`src/sv/ecl_pkg.sv`:
```
// Shared types and constants for the escape-coded LZ decoder.
// No dependencies; the other files that use this package refer to it by scoped names.
`default_nettype none

package ecl_pkg;

  // Input word kinds.
  localparam logic [1:0] KIND_DICT   = 2'd0;
  localparam logic [1:0] KIND_PACKED = 2'd1;
  localparam logic [1:0] KIND_DRAIN  = 2'd2;

  // Configuration register indexes.
  localparam logic [2:0] REG_ESCAPE_CODE    = 3'd0;
  localparam logic [2:0] REG_LENGTH_PAGES   = 3'd1;
  localparam logic [2:0] REG_OFF_PAGE_CNT   = 3'd2;
  localparam logic [2:0] REG_ESCAPE_IN_DATA = 3'd3;
  localparam logic [2:0] REG_LIT_ESC_LENGTH = 3'd4;
  localparam logic [2:0] REG_MIN_LENGTH     = 3'd5;

  // Width of a decoded length and of a copy distance.
  localparam int LEN_W  = 17;
  localparam int DIST_W = 18;

  // Depth of the output queue.
  localparam int OQ_DEPTH = 3;

  // What one accepted word leaves for the write-back stage.
  typedef struct packed {
    logic       wr;        // append a byte to the history
    logic       src_ram;   // the byte comes from the history read data
    logic [7:0] data;      // the byte when it does not come from the RAM
    logic       ov;        // the result carries a decoded byte
    logic       pending;   // copy bytes remain after this word
    logic       err;       // the token just finished reaches too far back
  } s1_info_t;

  // One result word.
  typedef struct packed {
    logic       err;
    logic       pending;
    logic       ov;
    logic [7:0] out_byte;
  } res_t;

endpackage

`default_nettype wire

```
`src/sv/ecl_outq.sv`:
```
// Three-entry output queue that decouples the write-back stage from the result stream.
// Depends on ecl_pkg for the result word type and the queue depth.
`default_nettype none

module ecl_outq (
  input  wire logic          clk,
  input  wire logic          rst,
  input  wire logic          push,
  input  wire ecl_pkg::res_t push_res,
  output logic [1:0]         count,
  output logic               m_valid,
  input  wire logic          m_ready,
  output ecl_pkg::res_t      m_res
);

  ecl_pkg::res_t slots [ecl_pkg::OQ_DEPTH];
  logic [1:0] head;
  logic [1:0] tail;
  logic       pop;

  assign pop     = m_valid && m_ready;
  assign m_valid = (count != 2'd0);
  assign m_res   = slots[head];

  // Slot storage; the producer never pushes into a full queue.
  always_ff @(posedge clk) begin
    if (push) begin
      slots[tail] <= push_res;
    end
  end

  // Pointers and fill count.
  always_ff @(posedge clk) begin
    if (rst) begin
      head  <= '0;
      tail  <= '0;
      count <= '0;
    end else begin
      if (push) begin
        tail <= (tail == 2'(ecl_pkg::OQ_DEPTH - 1)) ? 2'd0 : tail + 2'd1;
      end
      if (pop) begin
        head <= (head == 2'(ecl_pkg::OQ_DEPTH - 1)) ? 2'd0 : head + 2'd1;
      end
      case ({push, pop})
        2'b10:   count <= count + 2'd1;
        2'b01:   count <= count - 2'd1;
        default: count <= count;
      endcase
    end
  end

endmodule

`default_nettype wire

```
`config.mk`:
```
export PLATFORM = sky130hd
export DESIGN_NAME = ecl_outq
export DESIGN_NICKNAME = d
export VERILOG_FILES = /design/src/sv/ecl_pkg.sv /design/src/sv/ecl_outq.sv
export SDC_FILE = /design/constraint.sdc
export NUM_CORES = 1
export LEC_CHECK = 0
export BUFFER_PORTS_ARGS = -buffer_cell sky130_fd_sc_hd__clkbuf_2
export CORE_AREA = 2 2 64 66
export CTS_BUF_LIST = sky130_fd_sc_hd__clkbuf_2
export CTS_CLUSTER_SIZE = 24
export DETAILED_ROUTE_END_ITERATION = 8
export DIE_AREA = 0 0 66 68
export PLACE_DENSITY_LB_ADDON = 0.08
export RECOVER_POWER = 50
export SYNTH_ARGS = -nofsm -noshare
export SYNTH_HDL_FRONTEND = slang
export SYNTH_SLANG_ARGS = --single-unit
```
`constraint.sdc`:
```
create_clock -name clk -period 2.2 [get_ports clk]
set_input_delay 0.55 -clock clk [delete_from_list [all_inputs] [get_ports clk]]
set_output_delay 0.55 -clock clk [all_outputs]
set_load 0.005 [all_outputs]
```
# ---- After elaboration in Yosys (flattened, before gate mapping)
# Memory sizes are Yosys's and may differ from the RTL's. A register that Yosys moved wholly into a read port is not among the register bits.
# Cells that the tools add are included.
dict set report totals {
  ff_bits 6
  ram_bits 33
  wordCells 22
  memories 1
}
# name words word_bits rd rd_ports_with_merged_regs wr line
set memory_table {}
lappend memory_table {slots 3 11 1 1 1 ecl_outq.sv:16} ;# ecl_pkg::res_t slots [ecl_pkg::OQ_DEPTH];
dict set report op_classes {
  addsub 4
  n_eq_ne 4
  mux 7
  reduce_logical 3
}
# op count
set ops {}
lappend ops {{$mux W2} 4}
lappend ops {{$add A2 B1 Y2 const B} 3}
lappend ops {{$eq A2 B2 Y1 const B} 3}
lappend ops {{$pmux W2 S2} 1}
lappend ops {{$reduce_bool A2 Y1} 2}
lappend ops {{$eq A2 B1 Y1 const B} 1}
lappend ops {{$mux W1} 2}
lappend ops {{$sub A2 B1 Y2 const B} 1}
lappend ops {{$logic_and A1 B1 Y1} 1}

# ---- Logic depth before layout (Yosys ltp)
dict set report depth {
  depth_word 4
  mapped_depth 6
}

# ---- Worst setup path before layout
# Ideal clock, no wire load.
dict set report synth_timing {
  path_kind {input port to flip-flop}
  startpoint {in push}
  endpoint {mem slots[0][0] in the netlist's numbering (enable)}
  arrival_time_ps 1479
  slack_ps 326
  cell_stages 2
  n_path_buf 0
  cell_sequence {inv_1 nor3_1}
}
dict set report synth_via {
  elab_chain_cells 2
}
# item line
set synth_rtl {}
lappend synth_rtl {{from (decl)} ecl_outq.sv:8} ;# input wire logic push,
lappend synth_rtl {{$mux W1} ecl_outq.sv:27} ;# if (push) begin
lappend synth_rtl {{$mux W1 (not written as such)} ecl_outq.sv:28} ;# slots[tail] <= push_res;
lappend synth_rtl {{to (decl)} ecl_outq.sv:16}
# No other way between the ends.

==> metrics <==
status completed; RSZ-0062 raised after global routing no; register area share after synthesis between 70% and 80%; min-delay worst type in2reg; Crit. End Element primary output; input/output buffers 28; hold path depth 1; post-route ant nets 0; vias 887; commonest non-fill, non-tap cell in the layout edfxtp_1; YS warnings 0; Final Hold Viols 0; reg2reg start count[0]; Iter 0 DRT Violations 26; worst slack at placement ~0.43 ns; fmax 0.519 GHz; die span in x 66 um; Tmin final 1.93 ns; Worst Reg-to-Reg Cells 5; max_cap viols 0; final RePlAce weighted congestion between 0.6 and 0.7; PwrDens 937 nW/um^2; # DRC 0; CTS-repair resized insts 0; startpoint types flip-flop; Final Non-Filler Cells between 150 and 200; Worst EP arrival 1.38 ns; Routed WL per cell ~12 um; row count 23; # diodes 0; CTS max path bufs 2; Mapped Nets roughly 120; die height ~68 um; gr ovfl total 0; max-slew violations 0; synthesized area roughly 1500 sq um; insertion delay to the later sink of the worst-skew pair 0.38 ns; Worst EP required between 1.5 and 2 ns; H-tree levels 2; worst hold start push_res[10]; filler cell count in the final layout roughly 380; IO Count 29; hold slack roughly 0.37 ns; gr usage total 12.2%; CTS tree yes; initial antenna violation count 0; Static Leak approximately 0.63 nW; clk slew on worst S/H paths approximately 0.19 ns; CTS root buffer clkbuf_2; vias in the first global route between 800 and 900; DRT Wirelength approximately 2400 um; clock skew roughly 0.0084 ns; post-synthesis cell type count 21; global-route wire length before repair 3730 um; setup bufs post-CTS 0; #FFs+latches synth 41; Pre-antenna DRT Iters 3; setup tns final 0 ns; Tot Pwr around 1.7 mW; Final WS setup between 0.2 and 0.3 ns; pin count of the biggest net entering global routing 23; Worst Tran Pin Value between 0.7 and 0.8 ns; Post-CTS Hold Buffers 0; R2R Setup Slk around 0.58 ns; Post-Syn Instances 102; IR drop worst, VDD approximately 620 uV; max_slew headroom just over 50%; CTS buffer count 5; Setup violations, final 0; Starting Density a little under 40%; Setup Crit Path Kind reg2out; detailed placer's ending HPWL roughly 1600 um; Crit Reg-Reg Endpoint count[1]; syn avg cell area roughly 15 sq um; Placed Cells approximately 180; CTS sink count roughly 40; Hold EP slots[1][10]; leading cell types in the layout, fill and taps excluded 33 x edfxtp_1, 22 x clkbuf_2, 14 x nand2_1; Area Overhead vs Synth 18.2%; Final period util a little under 90%; CP Max Fanout 11; Die ar. ~4500 sq um; share of cells above drive strength 1 around 21%; core area between 3000 and 4000 sq um; post-DR vias/cell 4.67; Total Nets Final approximately 160
## sequential cells by signal (all words and copies together), names as in the netlist, named ones only
register / count
count: 2
slots: 33
tail: 2
head: 2
## per-layer routing
layer | vias to the layer above | part of all wire, % | GRT usage (%)
met3 | 6 | 6.2 | 5.43
met2 | 21 | 53 | 22.2
met5 | - | 0 | 0
met4 | 0 | 1.9 | 6.12
met1 | 413 | 39 | 11.8
li1 | 447 | - | -
## logic make-up (layout without fill, tap and decap cells)
| kind of cell | Yosys count | after routing | share of synthesized area (%) |
|---|---|---|---|
| buf+inv | 5 | 43 | 1.32 |
| simple gates | 24 | 24 | 7.34 |
| fa+ha+maj | 1 | 1 | 0.824 |
| mux | 11 | 11 | 7.26 |
| xor+xnor | 2 | 2 | 1.15 |
| flops | 41 | 41 | 75.8 |
| compound gates | 18 | 18 | 6.27 |
## final cells by class
class                   count  area (sq um)  area share [%]
clock buffers               5          25.0            1.39
clock inverters             3          41.3            2.30
inverters                   2          7.51           0.418
multi-input cells          56           347            19.3
flip-flops and latches     41          1150            64.2
well taps                  50          62.6            3.49
repair buffers             33           160            8.93
## cells in the mapped netlist, drive strengths merged
library cell | n | area share [%]
o21ai | 13 | 4.3
xnor2 | 1 | 0.58
or3 | 2 | 0.82
buf | 1 | 0.33
inv | 2 | 0.49
nand2 | 14 | 3.5
mux2i | 11 | 7.3
xor2 | 1 | 0.58
clkbuf | 2 | 0.49
nor2 | 3 | 0.74
nor2b | 1 | 0.41
dfxtp | 8 | 11
o21ba | 1 | 0.66
and3b | 1 | 0.58
a21oi | 4 | 1.3
or2 | 1 | 0.41
nor3 | 1 | 0.33
ha | 1 | 0.82
edfxtp | 33 | 65
or3b | 1 | 0.58
## power breakdown
| part | switching (mW) | total, mW | internal [mW] |
|---|---|---|---|
| sequential | 0.0333 | 0.932 | 0.899 |
| combinational | 0.170 | 0.334 | 0.164 |
| clock | 0.226 | 0.414 | 0.188 |
## worst max-delay path by stage
stage	start	endpoint	slack, ns	cells past startpoint
after global placement	m_ready	count[1]	0.50	6
final	flip-flop	m_res[8]	0.27	4
after global routing	flip-flop	m_res[8]	0.11	4
after floorplan	push	slots[0][0]	0.33	2
after detailed placement	m_ready	count[1]	0.43	6
after CTS	flip-flop	m_res[8]	0.22	4
## worst max-delay path: stages, from the launching register on
cell	delay [ns]
dfxtp_1	0.34
buf_4	0.23
mux2i_1	0.10
o21ai_0	0.19
clkbuf_2	0.15
## through the flow
stage | util, % | instance area (sq um)
after CTS | 47.1 | 1820
after floorplan | - | 1520
after global placement | 45.4 | 1750
after global routing | 46.5 | 1790
final | 46.5 | 1790
after detailed placement | 45.4 | 1750
No activity file was read; power rests on OpenSTA's default activity.
