### config.mk
export PLATFORM = sky130hd
export DESIGN_NAME = ecl_ctrl
export DESIGN_NICKNAME = d
export VERILOG_FILES = /design/src/sv/ecl_pkg.sv /design/src/sv/ecl_ctrl.sv
export SDC_FILE = /design/constraint.sdc
export NUM_CORES = 1
export LEC_CHECK = 0
export BUFFER_PORTS_ARGS = -buffer_cell sky130_fd_sc_hd__buf_4
export CORE_ASPECT_RATIO = 1.5
export CORE_MARGIN = 4
export CORE_UTILIZATION = 56
export CTS_BUF_LIST = sky130_fd_sc_hd__clkbuf_8
export DETAILED_ROUTE_END_ITERATION = 16
export GPL_TIMING_DRIVEN = 0
export PLACE_DENSITY = 0.86
export SYNTH_ARGS = -nofsm -noshare
export SYNTH_HDL_FRONTEND = slang
export SYNTH_SLANG_ARGS = --single-unit
### constraint.sdc
create_clock -name clk -period 18.6 [get_ports clk]
set_input_delay 1.86 -clock clk [delete_from_list [all_inputs] [get_ports clk]]
set_output_delay 1.86 -clock clk [all_outputs]
set_load 0.02 [all_outputs]
### src/sv/ecl_pkg.sv
// Shared types and constants for the escape-coded LZ decoder.
// No dependencies; the other files that use this package refer to it by scoped names.
`default_nettype none

package ecl_pkg;

  // Input word kinds.
  localparam logic [1:0] KIND_DICT   = 2'd0;
  localparam logic [1:0] KIND_PACKED = 2'd1;
  localparam logic [1:0] KIND_DRAIN  = 2'd2;

  // Configuration register indexes.
  localparam logic [2:0] REG_ESCAPE_CODE    = 3'd0;
  localparam logic [2:0] REG_LENGTH_PAGES   = 3'd1;
  localparam logic [2:0] REG_OFF_PAGE_CNT   = 3'd2;
  localparam logic [2:0] REG_ESCAPE_IN_DATA = 3'd3;
  localparam logic [2:0] REG_LIT_ESC_LENGTH = 3'd4;
  localparam logic [2:0] REG_MIN_LENGTH     = 3'd5;

  // Width of a decoded length and of a copy distance.
  localparam int LEN_W  = 17;
  localparam int DIST_W = 18;

  // Depth of the output queue.
  localparam int OQ_DEPTH = 3;

  // What one accepted word leaves for the write-back stage.
  typedef struct packed {
    logic       wr;        // append a byte to the history
    logic       src_ram;   // the byte comes from the history read data
    logic [7:0] data;      // the byte when it does not come from the RAM
    logic       ov;        // the result carries a decoded byte
    logic       pending;   // copy bytes remain after this word
    logic       err;       // the token just finished reaches too far back
  } s1_info_t;

  // One result word.
  typedef struct packed {
    logic       err;
    logic       pending;
    logic       ov;
    logic [7:0] out_byte;
  } res_t;

endpackage

`default_nettype wire

### src/sv/ecl_ctrl.sv
// Token decoder and history bookkeeping: configuration registers, token phase,
// write pointer, fill count, held length and distance, and the copy counter.
// Depends on ecl_pkg.
`default_nettype none

module ecl_ctrl #(
  parameter int HISTORY_DEPTH = 131072
) (
  input  wire logic                             clk,
  input  wire logic                             rst,
  input  wire logic                             cfg_we,
  input  wire logic [2:0]                       cfg_index,
  input  wire logic [7:0]                       cfg_data,
  input  wire logic                             accept,
  input  wire logic [1:0]                       kind,
  input  wire logic [7:0]                       data_byte,
  output logic      [$clog2(HISTORY_DEPTH)-1:0] wr_addr,
  output logic      [$clog2(HISTORY_DEPTH)-1:0] rd_addr,
  output logic                                  rd_en,
  output ecl_pkg::s1_info_t                     info
);

  localparam int AW = $clog2(HISTORY_DEPTH);
  localparam int FW = $clog2(HISTORY_DEPTH + 1);
  localparam int CW = (FW > ecl_pkg::DIST_W) ? FW : ecl_pkg::DIST_W;

  typedef enum logic [2:0] {
    PH_IDLE,
    PH_LEN,
    PH_LEN2,
    PH_OFF,
    PH_OFF2
  } phase_t;

  // Configuration registers.
  logic [7:0] escape_code;
  logic [7:0] length_pages;
  logic [7:0] off_page_cnt;
  logic       escape_in_data;
  logic [7:0] literal_escape_length;
  logic [7:0] min_length;

  // Decoder state.
  phase_t                      phase, phase_next;
  logic [AW-1:0]               wp, wp_next;
  logic [FW-1:0]               filled, filled_next;
  logic [ecl_pkg::LEN_W-1:0]   held_length, held_length_next;
  logic [ecl_pkg::DIST_W-1:0]  held_offset, held_offset_next;
  logic [ecl_pkg::LEN_W-1:0]   remaining, remaining_next;

  // Field arithmetic.
  logic [7:0]                  top_v;
  logic [8:0]                  low_v;
  logic [8:0]                  olow_v;
  logic                        len_paged;
  logic [ecl_pkg::LEN_W-1:0]   len_page_val;
  logic [ecl_pkg::LEN_W-1:0]   len_direct;
  logic [ecl_pkg::LEN_W-1:0]   len_second;
  logic [ecl_pkg::DIST_W-1:0]  off_page_val;
  logic [ecl_pkg::DIST_W-1:0]  off_second;
  logic [ecl_pkg::DIST_W-1:0]  fin_off;
  logic [ecl_pkg::DIST_W-1:0]  reach;
  logic                        too_far;
  logic [CW:0]                 back_diff;
  logic [CW:0]                 back_idx;
  logic                        push_en;
  logic [7:0]                  push_byte;
  logic                        finish;

  assign top_v        = escape_in_data ? 8'd254 : 8'd255;
  assign low_v        = {1'b0, top_v} + 9'd1 - {1'b0, length_pages};
  assign olow_v       = 9'd256 - {1'b0, off_page_cnt};
  assign len_paged    = (length_pages != 8'd0) && ({1'b0, data_byte} >= low_v) &&
                        (data_byte <= top_v);
  assign len_page_val = ecl_pkg::LEN_W'(low_v) + {1'b0, top_v - data_byte, 8'h00};
  assign len_direct   = ecl_pkg::LEN_W'(data_byte) + ecl_pkg::LEN_W'(min_length);
  assign len_second   = held_length + ecl_pkg::LEN_W'(data_byte) +
                        ecl_pkg::LEN_W'(min_length);
  assign off_page_val = ecl_pkg::DIST_W'(olow_v) +
                        ecl_pkg::DIST_W'({8'd255 - data_byte, 8'h00});
  assign off_second   = held_offset + ecl_pkg::DIST_W'(data_byte);
  assign fin_off      = (phase == PH_OFF2) ? off_second : ecl_pkg::DIST_W'(data_byte);
  assign reach        = fin_off + ecl_pkg::DIST_W'(held_length);
  assign too_far      = CW'(reach) > CW'(filled);

  // Copy source: write pointer minus the held distance, wrapped into the ring.
  assign back_diff = (CW + 1)'(wp) - (CW + 1)'(held_offset);
  assign back_idx  = back_diff[CW] ? back_diff + (CW + 1)'(HISTORY_DEPTH) : back_diff;
  assign rd_addr   = back_idx[AW-1:0];
  assign wr_addr   = wp;

  // Next state for one accepted word.
  always_comb begin
    phase_next       = phase;
    held_length_next = held_length;
    held_offset_next = held_offset;
    remaining_next   = remaining;
    push_en          = 1'b0;
    push_byte        = data_byte;
    finish           = 1'b0;
    rd_en            = 1'b0;
    info             = '0;

    if (accept) begin
      case (kind)
        ecl_pkg::KIND_DICT: begin
          push_en = 1'b1;
        end
        ecl_pkg::KIND_PACKED: begin
          if (remaining == '0) begin
            case (phase)
              PH_IDLE: begin
                if (data_byte == escape_code) begin
                  phase_next = PH_LEN;
                end else begin
                  push_en = 1'b1;
                  info.ov = 1'b1;
                end
              end
              PH_LEN: begin
                if (escape_in_data && (data_byte == literal_escape_length)) begin
                  push_en    = 1'b1;
                  push_byte  = escape_code;
                  info.ov    = 1'b1;
                  phase_next = PH_IDLE;
                end else if (len_paged) begin
                  held_length_next = len_page_val;
                  phase_next       = PH_LEN2;
                end else begin
                  held_length_next = len_direct;
                  phase_next       = PH_OFF;
                end
              end
              PH_LEN2: begin
                held_length_next = len_second;
                phase_next       = PH_OFF;
              end
              PH_OFF: begin
                if ({1'b0, data_byte} >= olow_v) begin
                  held_offset_next = off_page_val;
                  phase_next       = PH_OFF2;
                end else begin
                  phase_next = PH_IDLE;
                  finish     = 1'b1;
                end
              end
              PH_OFF2: begin
                phase_next = PH_IDLE;
                finish     = 1'b1;
              end
              default: begin
                phase_next = PH_IDLE;
              end
            endcase
          end
        end
        ecl_pkg::KIND_DRAIN: begin
          if (remaining != '0) begin
            push_en        = 1'b1;
            rd_en          = 1'b1;
            info.src_ram   = 1'b1;
            info.ov        = 1'b1;
            remaining_next = remaining - 1'b1;
          end
        end
        default: begin
        end
      endcase
    end

    // Token completion: start the copy, drop an empty one, or flag a reach too far back.
    if (finish) begin
      remaining_next = '0;
      if (held_length == '0) begin
        held_offset_next = fin_off;
      end else if (too_far) begin
        held_offset_next = '0;
        info.err         = 1'b1;
      end else begin
        held_offset_next = reach;
        remaining_next   = held_length;
      end
    end

    info.wr      = push_en;
    info.data    = (push_en && !info.src_ram) ? push_byte : 8'h00;
    info.pending = (remaining_next != '0);

    wp_next     = wp;
    filled_next = filled;
    if (push_en) begin
      wp_next = (wp == AW'(HISTORY_DEPTH - 1)) ? '0 : wp + 1'b1;
      if (filled != FW'(HISTORY_DEPTH)) begin
        filled_next = filled + 1'b1;
      end
    end
  end

  // State and configuration registers.
  always_ff @(posedge clk) begin
    if (rst) begin
      escape_code           <= 8'd0;
      length_pages          <= 8'd0;
      off_page_cnt          <= 8'd0;
      escape_in_data        <= 1'b1;
      literal_escape_length <= 8'd255;
      min_length            <= 8'd3;
      phase                 <= PH_IDLE;
      wp                    <= '0;
      filled                <= '0;
      held_length           <= '0;
      held_offset           <= '0;
      remaining             <= '0;
    end else begin
      phase       <= phase_next;
      wp          <= wp_next;
      filled      <= filled_next;
      held_length <= held_length_next;
      held_offset <= held_offset_next;
      remaining   <= remaining_next;
      if (cfg_we) begin
        case (cfg_index)
          ecl_pkg::REG_ESCAPE_CODE:    escape_code           <= cfg_data;
          ecl_pkg::REG_LENGTH_PAGES:   length_pages          <= cfg_data;
          ecl_pkg::REG_OFF_PAGE_CNT:   off_page_cnt          <= cfg_data;
          ecl_pkg::REG_ESCAPE_IN_DATA: escape_in_data        <= cfg_data[0];
          ecl_pkg::REG_LIT_ESC_LENGTH: literal_escape_length <= cfg_data;
          ecl_pkg::REG_MIN_LENGTH:     min_length            <= cfg_data;
          default: begin
          end
        endcase
      end
    end
  end

endmodule

`default_nettype wire

; ---- Word level (Yosys, flattened, before mapping)
; Cells that the tools add are included.
[word_totals]
reg_bits = 131
latchBits = 0
mem_bits_rw = 0
rom_bits = 0
inputBits = 25
elab_cells = 130
mem_count = 0
[op_classes]
n_addsub = 17
n_mul = 0
div = 0
magnitude_cmp = 4
n_eq_ne = 17
shift = 0
n_mux = 51
bitwise_logic = 0
n_reduce_logical = 29
[ops]
columns = op, n
row1 = $mux 17, 10
row2 = $mux 18, 9
row3 = $mux 8, 6
row4 = $add 17x1->17 const B, 2
row5 = $add 17x8->17, 2
row6 = $add 9x16->17, 2
row7 = $logic_not 17->1, 2
row8 = $pmux 17 s2, 1
row9 = $reduce_bool 17->1, 2
row10 = $sub 17x18->19, 1
row11 = $add 18x1->18 const B, 1
row12 = $add 18x17->18, 1
row13 = $add 18x8->18, 1
row14 = $ge 8x9->1, 2
row15 = $gt 18x18->1, 1
row16 = $ne 18x18->1 const B, 1
row17 = $eq 17x17->1 const B, 1
row18 = $mux 1, 17
row19 = $sub 17x1->17 const B, 1
row20 = $eq 8x8->1, 2
row21 = $reduce_and 2->1, 7
row22 = $eq 3x2->1 const B, 4
row23 = $pmux 3 s4, 1
row24 = $reduce_bool 2->1, 6
row25 = other kinds (23), 35

; ---- Longest topological paths before layout
; Gate-level depths: netlist (run 1).
[logic_depth]
ltp_word = 9
mapped_depth = 28

; ---- Least setup slack after synthesis (run 1)
; OpenSTA, ideal clock, no wires.
[synth_path]
path_kind = input -> output
from = input data_byte[1]
to = output info[1] in the netlist's numbering
arrival_time_ps = 6861
t_required_ps = 16740
setup_slack_ps = 9879
path_stages = 27
n_path_buf = 3
path_cell_list = buf_2 inv_1 fa_1 nor2b_1 o2111ai_1 a31oi_1 nand3_1 xnor2_1 nor2_1 ha_1 a21o_1 a21o_1 a21o_1 a21oi_1 o221ai_1 xor2_1 ha_1 and3_1 nand4_1 o21ba_2 o21ai_0 and3_1 buf_6 and2_1 buf_6 a2111oi_0 nand3_1
[synth_rtl]
columns = item, line_no
row1 = start: declaration, ecl_ctrl.sv:16  ; input wire logic [7:0] data_byte,
row2 = end: declaration, ecl_ctrl.sv:20  ; output ecl_pkg::s1_info_t info

==> reports/results.ini, run 1 <==
[outcome]
status=finished, final reports clean

[floorplan]
initial_utilization=0.572
ios=73
die_y_um=182
rows=63
coreArea_sq_um=19900
die_area_sq_um=22700
die_w_um=124

[place]
placed_cells=1822
hpwl_um=28500
placed_area_sq_um=12200
portBuffers=70
finalWeightedCongestion=1.02

[timing]
fin_crit_ps=10450
maxSlewHeadroom=0.371
tns_ps=0
fmax_ghz=0.0957
rsz0062_at_grt=false
clock_skew_ps=17.7
holdWs_ps=460
maxSlewViolCount=0
fin_crit_sh=0.562
worst_slew_pin_slew_ps=936
finalSetupViolCount=0
hold_violations=0

[clocking]
cts_buffers=17
cts-hold-fix-buffers=0
cts_root_buf=clkbuf_8
post_cts_resize_count=0
clk_pin_slew_ps=80
cts.sinks=131
post_cts_buffers=0
h-tree-depth=4
clk_latency_ps=480
cts_tree=yes
clockBufferDepth=2

[worst_setup_path]
cp.required_ps=16740
end_kind=output port
path_max_fanout=8
reg2reg_slack_ps=12210
start_kind=input pin
path_class=input pin to output port
rr_worst_depth=26
cp_top_family=compound AO/OA/AOI/OAI gates
startpoint=data_byte[1]
max_stage_delay_ps=600
rr_startpoint=phase[0]
arrival_ps=8590
path_buf_inv=6
critPathSlowestCell=a2111oi_0
worstReg2RegEnd=held_offset[5]
cp_common_cell=a21o_1

[routing]
antenna_left=0
drc=0
via_count=11586
drt-initial-drc-count=1058
routed_wl_um=35900
avgViaCountPerCell=6.26
first_pass_iters=8
post_drt_wl_per_cell_um=19.4

[grt]
antenna_found_initial=0
grt-ovfl-total=0
grt_pass1_vias=11315
grt_max_degree=17
grt_first_pass_wirelength_um=56100
grt_use_total=0.309

[cells_and_area]
instances_no_fill=1852
area_delta_synth_final_pct=10.6
drive_gt1_frac=0.0942
final_nets=1728
diodes=0
finish.instance_area_sq_um=12600

[worst_hold_path]
min-delay-start=length_pages[0]
min_to=length_pages[0]
worstHoldPathCells=2
min_path_type=register to register

[logic_synthesis]
ys_ff_latch=131
ys_top_cells_by_area=dfxtp_1 (23%), ha_1 (12%), xnor2_1 (7.1%)
ys_warn_count=0
synth_cell_types=80
synth_area_sq_um=11400
synth.most_common_cell=nand2_1
synth_top_cell_area_share=0.231
async_reset_ff_frac=0
syn_nets=1639
ys_seq_area_frac=0.231
synth_common_cells=nand2_1 (176), nor2_1 (149), dfxtp_1 (131)
ys.flop_type=dfxtp_1
syn_inst=1492
synth.largest_area_cell=dfxtp_1
syn_avg_cell_area_sq_um=7.61
synth-edff-count=0

[power]
leakage_uw=0.00508
power_density_nw_per_um2=77.8
swShare=0.418
p_sw_uw=409
combPwrFrac=0.434
clockPowerShare=0.237
p_int_uw=568
power_uw=977
ir_worst_vdd_mv=0.0622
seq_power_share=0.329

[run]
drv_cap=0

## cell usage in the layout (no fill, tap or decap), types with 10 or more instances in the layout
master / synthesis / final
nand2_1: 176 / 176
nor2_1: 149 / 149
dfxtp_1: 131 / 131
a21oi_1: 109 / 109
ha_1: 109 / 109
xnor2_1: 92 / 92
inv_1: 89 / 90
buf_4: 2 / 72
nor3_1: 57 / 57
o21ai_0: 54 / 54
nand3_1: 50 / 50
xor2_1: 43 / 43
clkbuf_1: 40 / 40
mux2i_1: 26 / 26
nor4_1: 23 / 23
a211oi_1: 22 / 22
or3_1: 21 / 21
nand3b_1: 18 / 18
clkbuf_8: 0 / 18
nor2b_1: 17 / 17
nand4_1: 17 / 17
a21o_1: 16 / 16
and3_1: 15 / 15
a31oi_1: 15 / 15
buf_2: 14 / 14
fa_1: 13 / 13
o31ai_1: 11 / 11
o2111ai_1: 11 / 11
o21a_1: 10 / 10
and2_1: 10 / 10
o211ai_1: 10 / 10
nand2b_1: 10 / 10
## worst max path at each step
stage / cells past startpoint / end
6_report: 29 / info[1]
3_5_place_dp: 29 / info[1]
5_1_grt: 29 / info[1]
4_1_cts: 29 / info[1]
2_1_floorplan: 27 / info[1]
3_3_place_gp: 29 / info[1]
## sequential cells by signal, indices dropped and copies added (netlist names)
signal                 flops
off_page_cnt               8
length_pages               8
remaining                 17
escape_in_data             1
held_length               17
phase                      3
literal_escape_length      8
held_offset               18
min_length                 8
wr_addr                   17
filled                    18
escape_code                8
## through the flow
step / setup slack [ps] / util
after global placement: 8390 / 0.615
after global routing: 7850 / 0.633
after floorplan: 9880 / -
after detailed placement: 8290 / 0.615
after CTS: 8270 / 0.633
final: 8150 / 0.633
## per-layer routing
metal  part of all wire  GRT usage
met1               0.35      0.309
met2               0.50      0.554
met3              0.066     0.0559
met4              0.088      0.252
met5                  0          0
## final cells by class
| cell class | count | area (sq um) |
|---|---|---|
| repair buffers | 70 | 526 |
| clock buffers | 18 | 248 |
| clock inverters | 12 | 110 |
| plain buffers | 68 | 315 |
| flip-flops and latches | 131 | 2620 |
| well taps | 260 | 325 |
| fillers | 1788 | 7300 |
| inverters | 91 | 342 |
| multi-input cells | 1202 | 8080 |
## logic make-up after synthesis
| logic type | Yosys count | synth area share |
|---|---|---|
| xor gates and xnor gates | 135 | 0.104 |
| buffers and inverters | 159 | 0.0578 |
| AOI/OAI and AO/OA | 329 | 0.191 |
| and+or+nand+nor | 589 | 0.249 |
| muxes | 27 | 0.0239 |
| DFF | 131 | 0.231 |
| adders and majority gates | 122 | 0.143 |
## power groups by stage
| stage | logic [uW] | registers, uW | clock network, uW |
|---|---|---|---|
| after floorplan | 297 | 324 | 0 |
| after global placement | 407 | 326 | 0 |
| after detailed placement | 417 | 327 | 0 |
| after CTS | 419 | 321 | 231 |
| after global routing | 464 | 323 | 243 |
| final | 424 | 322 | 232 |
## worst reg2reg max path: cells and delay by family (launching register included)
family | cells | cell delay [ps]
fa+ha+maj | 3 | 770
xor+xnor | 1 | 220
buf+inv | 7 | 1560
flops | 1 | 300
compound gates | 8 | 2340
simple gates | 7 | 1130
(Power assumes the default switching activity.)
==> inputs of run 2 (changes only) <==
--- a/config.mk
+++ b/config.mk
@@ -12,7 +12,7 @@
 export CTS_BUF_LIST = sky130_fd_sc_hd__clkbuf_8
 export DETAILED_ROUTE_END_ITERATION = 16
 export GPL_TIMING_DRIVEN = 0
-export PLACE_DENSITY = 0.86
+export PLACE_DENSITY = 0.88
 export SYNTH_ARGS = -nofsm -noshare
 export SYNTH_HDL_FRONTEND = slang
 export SYNTH_SLANG_ARGS = --single-unit
==> constraint.sdc (replaced) <==
create_clock -name clk -period 8.7 [get_ports clk]
set_input_delay 0.87 -clock clk [delete_from_list [all_inputs] [get_ports clk]]
set_output_delay 0.87 -clock clk [all_outputs]
set_load 0.02 [all_outputs]
==> reports/results.ini, run 2 (synthesis results as in run 1) <==
[clocking]
cts_buffers=17
clockBufferDepth=2
post_cts_resize_count=0
clk_pin_slew_ps=80
cts_root_buf=clkbuf_8
clk_latency_ps=480
post_cts_buffers=0
cts_tree=yes
cts.sinks=131
h-tree-depth=4
cts-hold-fix-buffers=0

[power]
ir_worst_vdd_mv=0.107
leakage_uw=0.00509
power_uw=2120
power_density_nw_per_um2=168

[place]
portBuffers=70
hpwl_um=28900
placed_area_sq_um=12200
finalWeightedCongestion=1.01

[cells_and_area]
reg_top3=filled x18, held_offset x18
final_nets=1728
finish.instance_area_sq_um=12600
drive_gt1_frac=0.0972
nFillCells=1758
diodes=0
area_delta_synth_final_pct=10.9
final_cell_mix=nand2_1 (176), nor2_1 (149), dfxtp_1 (131)
final_common_cell=nand2_1

[routing]
dr_wl_met3_um=2510
dr_wl_met2_um=18300
via_count=11748
antenna_left=0
wl_met1_um=13100
avgViaCountPerCell=6.34
drc=0
post_drt_wl_per_cell_um=20.0
first_pass_iters=7
routed_wl_um=37100
drt-initial-drc-count=1046
routed.top_layer=met4

[timing]
finalSetupViolCount=0
maxSlewHeadroom=0.285
clock_skew_ps=16.9
hold_violations=0
fin_crit_ps=8210
worst_slew_pin_slew_ps=1060
fin_crit_sh=0.944
tns_ps=0
maxSlewViolCount=0
fmax_ghz=0.122
rsz0062_at_grt=false
holdWs_ps=479

[worst_hold_path]
worstHoldPathCells=2
min_to=length_pages[0]
min_path_type=register to register
min-delay-start=length_pages[0]

[grt]
grt-ovfl-total=0
grt_max_degree=17
grt_use_total=0.324
grt_pass1_vias=11372
antenna_found_initial=0
grt_first_pass_wirelength_um=58600

[worst_setup_path]
start_kind=input pin
arrival_ps=7340
cp.required_ps=7830
rr_worst_depth=27
worstReg2RegEnd=held_offset[15]
path_max_fanout=8
path_class=input pin to output port
rr_startpoint=phase[0]
end_kind=output port
reg2reg_slack_ps=2140

[run]
drv_cap=0

[floorplan]
rows=63
ios=73
die_w_um=124
coreArea_sq_um=19900
die_area_sq_um=22700
die_y_um=182
initial_utilization=0.572

[outcome]
status=finished, final reports clean

## run 2: cell types whose count changed in the layout (fill, tap and decap cells not counted), sizes merged
| cell | before | now |
|---|---|---|
| clkbuf | 59 | 58 |
| clkinvlp | 3 | 2 |
| clkinv | 5 | 2 |
| bufinv | 1 | 0 |
| inv | 94 | 102 |
## run 2: critical path, cell delays in order
cell	delay, ps
buf_4	170
buf_2	250
inv_1	210
fa_1	500
xor2_1	170
o21ai_0	490
ha_1	390
nor2b_1	160
o31ai_1	500
a211oi_1	240
o31ai_1	450
o21ai_0	180
xor2_1	180
ha_1	300
and3_1	140
nand4_1	150
o21ba_2	270
o21ai_0	90
and3_1	190
buf_6	140
and2_1	160
buf_6	150
a2111oi_1	650
nand3_1	150
buf_4	190
## run 2: cell type report
class                           count  area [sq um]  share of cell area
Sequential cell                   131          2620               0.208
Clock buffer                       17           234              0.0186
Inverter                           91           342              0.0271
Buffer                             68           315              0.0250
Multi-Input combinational cell   1202          8090               0.643
Clock inverter                     15           135              0.0107
Timing Repair Buffer               70           526              0.0417
Tap cell                          260           325              0.0258
## run 2: power by group
part / switching, uW / internal (uW) / total, uW
registers: 48.7 / 638 / 687
logic: 574 / 348 / 922
clock network: 297 / 211 / 508
total: 920 / 1200 / 2120
## run 2: worst max-delay path by stage
stage | endpoint | slack (ps) | cells after the start | startpoint
4_1_cts | info[1] | 260 | 27 | data_byte[1]
5_1_grt | info[1] | 130 | 29 | data_byte[1]
3_3_place_gp | info[1] | 400 | 29 | data_byte[1]
6_report | info[1] | 490 | 25 | data_byte[1]
3_5_place_dp | info[1] | 300 | 27 | data_byte[1]
2_1_floorplan | info[1] | 1960 | 27 | data_byte[1]
## run 2: stage by stage
step / util / std cells / setup slack (ps)
finish: 0.634 / 1854 / 490
floorplan: - / 1492 / 1960
detailed placement: 0.615 / 1822 / 303
CTS: 0.633 / 1854 / 257
global placement: 0.615 / 1822 / 405
global route: 0.634 / 1854 / 132
## run 2: layer usage
layer,global-route usage,vias to the layer above
met2,0.577,599
li1,-,5477
met1,0.343,5460
met5,0,-
met4,0.240,0
met3,0.0492,212
